$ cat config.mk
export PLATFORM = sky130hd
export DESIGN_NAME = msp_v1_frame_receiver
export DESIGN_NICKNAME = d
export VERILOG_FILES = /design/src/rtl/mspr_pkg.sv /design/src/rtl/mspr_parse.sv /design/src/rtl/mspr_out_reg.sv /design/src/rtl/msp_v1_frame_receiver.sv
export SDC_FILE = /design/constraint.sdc
export NUM_CORES = 1
export LEC_CHECK = 0
export BUFFER_PORTS_ARGS = -buffer_cell sky130_fd_sc_hd__buf_2
export CAP_MARGIN = 10
export CORE_ASPECT_RATIO = 0.75
export CORE_MARGIN = 2
export CORE_UTILIZATION = 28
export DETAILED_ROUTE_END_ITERATION = 16
export PLACE_DENSITY_LB_ADDON = 0.1
export SYNTH_ARGS = -nofsm -noshare
export SYNTH_HDL_FRONTEND = slang
export SYNTH_SLANG_ARGS = --single-unit
export TNS_END_PERCENT = 50
$ cat constraint.sdc
create_clock -name clk -period 4.9 [get_ports clk]
set_clock_uncertainty 0.15 [all_clocks]
set_input_delay 0 -clock clk [delete_from_list [all_inputs] [get_ports clk]]
set_output_delay 0 -clock clk [all_outputs]
set_load 0.01 [all_outputs]
$ cat src/rtl/mspr_pkg.sv
// Shared types and constants for the MSP v1 frame receiver.
`default_nettype none

package mspr_pkg;

  localparam logic [7:0] START_BYTE = 8'h24;
  localparam logic [7:0] PROTO_BYTE = 8'h4D;
  localparam logic [7:0] DIR_RESET  = 8'h3C;

  localparam logic KIND_PAYLOAD = 1'b0;
  localparam logic KIND_END     = 1'b1;

  localparam logic [1:0] ST_OK      = 2'd0;
  localparam logic [1:0] ST_BAD_DIR = 2'd1;
  localparam logic [1:0] ST_BAD_SUM = 2'd2;

  typedef enum logic [2:0] {
    PH_HUNT    = 3'd0,
    PH_PROTO   = 3'd1,
    PH_DIR     = 3'd2,
    PH_SIZE    = 3'd3,
    PH_CMD     = 3'd4,
    PH_PAYLOAD = 3'd5,
    PH_CSUM    = 3'd6
  } phase_t;

  typedef struct packed {
    logic       kind;
    logic [7:0] command;
    logic [7:0] byte_index;
    logic [7:0] payload_byte;
    logic [7:0] frame_length;
    logic [1:0] status;
  } result_t;

endpackage

`default_nettype wire

$ cat src/rtl/mspr_parse.sv
// Frame parser: phase state machine, header capture and running checksum.
`default_nettype none

module mspr_parse (
  input  wire              clk,
  input  wire              rst_n,
  input  wire              take,
  input  wire [7:0]        rx_byte,
  input  wire              cfg_we,
  input  wire [7:0]        cfg_dir,
  output logic             res_valid,
  output mspr_pkg::result_t res
);
  import mspr_pkg::*;

  phase_t     phase_r, phase_nxt;
  logic [7:0] exp_dir_r;
  logic [7:0] dir_seen_r, dir_seen_nxt;
  logic [7:0] size_r, size_nxt;
  logic [7:0] cmd_r, cmd_nxt;
  logic [7:0] taken_r, taken_nxt;
  logic [7:0] xor_r, xor_nxt;
  logic [7:0] taken_inc;

  assign taken_inc = taken_r + 8'd1;

  // next phase
  always_comb begin
    phase_nxt = phase_r;
    case (phase_r)
      PH_HUNT: begin
        if (rx_byte == START_BYTE) phase_nxt = PH_PROTO;
      end
      PH_PROTO: begin
        if (rx_byte == PROTO_BYTE) phase_nxt = PH_DIR;
        else if (rx_byte != START_BYTE) phase_nxt = PH_HUNT;
      end
      PH_DIR:  phase_nxt = PH_SIZE;
      PH_SIZE: phase_nxt = PH_CMD;
      PH_CMD:  phase_nxt = (size_r == 8'd0) ? PH_CSUM : PH_PAYLOAD;
      PH_PAYLOAD: begin
        if (taken_inc == size_r) phase_nxt = PH_CSUM;
      end
      PH_CSUM: phase_nxt = PH_HUNT;
      default: phase_nxt = PH_HUNT;
    endcase
  end

  // datapath and result
  always_comb begin
    dir_seen_nxt = dir_seen_r;
    size_nxt     = size_r;
    cmd_nxt      = cmd_r;
    taken_nxt    = taken_r;
    xor_nxt      = xor_r;
    res_valid    = 1'b0;
    res          = '0;
    res.command  = cmd_r;
    case (phase_r)
      PH_DIR:  dir_seen_nxt = rx_byte;
      PH_SIZE: begin
        size_nxt = rx_byte;
        xor_nxt  = rx_byte;
      end
      PH_CMD: begin
        cmd_nxt   = rx_byte;
        xor_nxt   = xor_r ^ rx_byte;
        taken_nxt = 8'd0;
      end
      PH_PAYLOAD: begin
        xor_nxt          = xor_r ^ rx_byte;
        taken_nxt        = taken_inc;
        res_valid        = 1'b1;
        res.kind         = KIND_PAYLOAD;
        res.byte_index   = taken_r;
        res.payload_byte = rx_byte;
      end
      PH_CSUM: begin
        res_valid        = 1'b1;
        res.kind         = KIND_END;
        res.frame_length = size_r;
        if (dir_seen_r != exp_dir_r) res.status = ST_BAD_DIR;
        else if (xor_r != rx_byte)   res.status = ST_BAD_SUM;
        else                         res.status = ST_OK;
      end
      default: ;
    endcase
  end

  always_ff @(posedge clk) begin
    if (!rst_n) begin
      phase_r    <= PH_HUNT;
      exp_dir_r  <= DIR_RESET;
      dir_seen_r <= 8'd0;
      size_r     <= 8'd0;
      cmd_r      <= 8'd0;
      taken_r    <= 8'd0;
      xor_r      <= 8'd0;
    end else begin
      if (cfg_we) exp_dir_r <= cfg_dir;
      if (take) begin
        phase_r    <= phase_nxt;
        dir_seen_r <= dir_seen_nxt;
        size_r     <= size_nxt;
        cmd_r      <= cmd_nxt;
        taken_r    <= taken_nxt;
        xor_r      <= xor_nxt;
      end
    end
  end

endmodule

`default_nettype wire

$ cat src/rtl/mspr_out_reg.sv
// Result register between the parser and the output channel.
`default_nettype none

module mspr_out_reg (
  input  wire               clk,
  input  wire               rst_n,
  input  wire               ld_valid,
  input  mspr_pkg::result_t ld_res,
  input  wire               out_stall,
  output logic              busy,
  output logic              out_valid,
  output mspr_pkg::result_t out_res
);
  import mspr_pkg::*;

  logic    valid_r, valid_nxt;
  result_t res_r;

  // full and not draining: hold the upstream side
  assign busy      = valid_r & out_stall;
  assign valid_nxt = busy ? 1'b1 : ld_valid;

  always_ff @(posedge clk) begin
    if (!rst_n) begin
      valid_r <= 1'b0;
    end else begin
      valid_r <= valid_nxt;
    end
  end

  always_ff @(posedge clk) begin
    if (!busy && ld_valid) res_r <= ld_res;
  end

  assign out_valid = valid_r;
  assign out_res   = res_r;

endmodule

`default_nettype wire

$ cat src/rtl/msp_v1_frame_receiver.sv
// Top level of the MSP v1 frame receiver.
`default_nettype none

// Takes one serial byte per transfer and deframes MSP v1 frames ('$', 'M',
// direction, size, command, payload, XOR checksum). Each payload byte comes
// out as a transfer of kind 0 tagged with command and index; the checksum
// byte yields a kind 1 transfer with length and status (0 accepted, 1 wrong
// direction, 2 bad checksum). One byte is taken every cycle unless in_stall is
// high: parser state updates in the cycle a byte is taken and its result lands
// in a single output register, shown the cycle after; in_stall is raised only
// while that register holds a result that the output side is stalling.
// cfg_expected_direction (reset '<') is always ready and should be written
// only while no frame is in progress.
module msp_v1_frame_receiver (
  input  wire        clk,
  input  wire        rst_n,
  input  wire        in_valid,
  output logic       in_stall,
  input  wire [7:0]  in_rx_byte,
  output logic       out_valid,
  input  wire        out_stall,
  output logic       out_kind,
  output logic [7:0] out_command,
  output logic [7:0] out_byte_index,
  output logic [7:0] out_payload_byte,
  output logic [7:0] out_frame_length,
  output logic [1:0] out_status,
  input  wire        cfg_valid,
  output logic       cfg_ready,
  input  wire [7:0]  cfg_expected_direction
);
  import mspr_pkg::*;

  logic    busy;
  logic    take;
  logic    res_valid;
  result_t res;
  result_t out_res;

  assign in_stall  = busy;
  assign take      = in_valid & ~busy;
  assign cfg_ready = 1'b1;

  mspr_parse u_parse (
    .clk       (clk),
    .rst_n     (rst_n),
    .take      (take),
    .rx_byte   (in_rx_byte),
    .cfg_we    (cfg_valid),
    .cfg_dir   (cfg_expected_direction),
    .res_valid (res_valid),
    .res       (res)
  );

  mspr_out_reg u_out (
    .clk       (clk),
    .rst_n     (rst_n),
    .ld_valid  (take & res_valid),
    .ld_res    (res),
    .out_stall (out_stall),
    .busy      (busy),
    .out_valid (out_valid),
    .out_res   (out_res)
  );

  assign out_kind         = out_res.kind;
  assign out_command      = out_res.command;
  assign out_byte_index   = out_res.byte_index;
  assign out_payload_byte = out_res.payload_byte;
  assign out_frame_length = out_res.frame_length;
  assign out_status       = out_res.status;

endmodule

`default_nettype wire

==> reports/metrics.csv <==
metric,value,unit
first-pass GRT wire length,17.3,mm
Psw,344,uW
post-synth top area share,0.263,
internal power,1140,uW
pre-CTS setup slack,1.99,ns
total die area,0.0153,mm^2
FILL cells,1412,
PortBufs,57,
H-Tree Depth,3,
layout cells sized above 1,0.181,
vias in the first global route,3082,
Setup TNS,0,ns
worst min path class,reg -> reg,
clock share of power,0.442,
Final Hold Vio Count,0,
sequential share of power,0.509,
Async SR Flop Fraction,0,
Clock Sinks,87,
worst reg2reg setup slack,2.14,ns
Total Wirelength,10.8,mm
Final Cycle Share,0.564,
Synth area leader,edfxtp_1,
horizontal die dimension,142,um
Syn Nets,420,
DR iter-0 viols,249,
Mapped Cells,398,
IO Pins,59,
"Data required, critical path",4.94,ns
crit path kind,reg -> reg,
most frequent cells in the layout,"buf_2 (57), dfxtp_1 (52), nor2_1 (41)",
DR vias,3104,
Gate power share,0.049,
Synth area leaders,"edfxtp_1 (26%), dfxtp_1 (26%), mux2i_1 (6.0%)",
Finish-stage setup viols,0,
ANT nets after route,0,
CTS tree,built,
cells along the critical path,nor2b_2 -> nand2_1 -> and2_0 -> o21ai_0 -> a21oi_1,
Final min period,2.76,ns
max_cap viols,0,
post-DP HPWL,7.12,mm
GRT Total Usage,0.151,
count of cell types in the netlist,56,
outcome,finished clean,
CP max stage delay,0.61,ns
"Slew Viols, Final",0,
CP max-delay cell,dfxtp_1,
Power Density,295,mW/mm^2
root buffer cell,clkbuf_16,
Final WS setup,2.14,ns
Mean Syn Cell Area,10.1,um^2
f_max,362,MHz
FP Rows,37,
RSZ-0062 raised after global routing,no,
Core Area,0.0138,mm^2
Synth Cell Area,0.00400,mm^2
Slew HR,0.407,
drt wl/cell,16.7,um
"Top FF cell, synth",dfxtp_1,
sequential area share after synthesis,0.523,
worst skew pair latency,0.34,ns
DRC errors left,0,
gr ovfl total,0,
critical path capture point type,flip-flop,
"CTS clk-pin slew, worst paths",0.07,ns
Initial Utilization,0.289,
VDD IR max,0.146,mV
clock buffer depth,2,
switching portion of total power,0.232,
gpl congestion,0.781,
n_diodes,0,
Nets,491,
CP max FO,17,
first-pass detailed-route iteration total,4,
PostCTS Resize Cnt,0,
"EDFF count, synth",35,
crit path DAT,2.80,ns
vias per cell,4.78,
Vert. Die Dim,108,um
Yosys warnings,0,
initial antenna violation count,0,
"commonest non-fill, non-tap cell in the layout",buf_2,
actual slew at the worst max-slew pin,0.889,ns
Worst Setup Start Kind,flip-flop,
P_leak,0.00199,uW
Synth Register Bits,87,
Syn-to-layout area delta,25.2,%
Design Power,1480,uW
largest net degree at the start of global routing,48,
CTS Buf Count,9,
## critical path, delay by kind of cell, from the launching register on
kind | cells | cell delay (ns)
DFF | 1 | 0.61
AOI/OAI and AO/OA | 2 | 0.35
and+or+nand+nor | 3 | 1.51
## per-stage QoR
stage	hold slack, ns	instances	cell area [um^2]	utilization
after floorplan	-0.0881	398	4000	-
after global placement	0.0666	600	4380	0.316
after detailed placement	0.0721	600	4380	0.316
after CTS	0.304	648	4980	0.360
after global routing	0.321	649	5010	0.362
final	0.295	649	5010	0.362
## cell usage after synthesis (3+ instances only)
cell type / count
and2_1: 3
xnor2_1: 21
nand2_1: 32
nor2_1: 41
nand4_1: 6
o21ai_0: 24
a211oi_1: 3
nor2b_1: 3
clkbuf_1: 15
edfxtp_1: 35
nand3_1: 6
a21oi_1: 27
mux2i_1: 24
nor4_1: 3
dfxtp_1: 52
or3_1: 5
buf_2: 11
a31oi_1: 3
xor2_1: 4
o211ai_1: 10
inv_1: 4
and3_1: 23
## power by group through the flow
stage / clock (uW) / sequential (uW) / combinational (uW)
3_3_place_gp: 0 / 769 / 50.9
2_1_floorplan: 0 / 769 / 32.9
6_report: 654 / 753 / 72.2
5_1_grt: 710 / 753 / 79.4
4_1_cts: 679 / 753 / 72.7
3_5_place_dp: 0 / 769 / 50.7
## sequential cells by signal, indices dropped and copies added, names as in the netlist
signal and cells:
u_parse.phase_r 3, u_parse.xor_r 8, u_parse.cmd_r 8, u_out.out_valid 1, u_parse.taken_r 8, u_parse.exp_dir_r 8, u_parse.dir_seen_r 8, u_parse.size_r 8
u_out.out_res 35
## routing by layer
metal  vias up  global-route usage  share of wire
li1       1563                   -              -
met5         -                   0              0
met3         2              0.0374          0.063
met2        81               0.218           0.42
met1      1458               0.222           0.52
met4         0              0.0393         0.0032
## repair_timing
action | in CTS | in global routing
hold endpoints to repair | 43 | 0
hold buffers | 32 | 0
endpoints found under the setup margin | 0 | 0
buffers inserted | 0 | 0
## worst paths after layout
check	from	to	cells past startpoint
worst min register to register	u_parse.cmd_r[2]	u_out.out_res[28]	0
worst max-delay path	u_parse.phase_r[2]	u_parse.xor_r[3]	5
worst min-delay path	u_parse.cmd_r[2]	u_out.out_res[28]	0
worst max register to register	u_parse.phase_r[2]	u_parse.xor_r[3]	5
## cells by family after synthesis
logic type / synth area share
AND/OR/NAND/NOR: 0.182
flip-flops: 0.523
AO/OA/AOI/OAI: 0.132
buffers and inverters: 0.0444
XOR/XNOR: 0.0547
multiplexers: 0.0600
adder cells (fa/ha/maj): 0.00313
other: 0.000937
## layout make-up
type / instances / area, um^2 / share of cell area
well taps: 175 / 219 / 0.0437
multi-input cells: 274 / 1740 / 0.348
clock inverters: 7 / 58.8 / 0.0117
repair buffers: 93 / 656 / 0.131
clock buffers: 9 / 225 / 0.0450
inverters: 4 / 15.0 / 0.00300
flip-flops and latches: 87 / 2090 / 0.418
(Power assumes the default switching activity.)
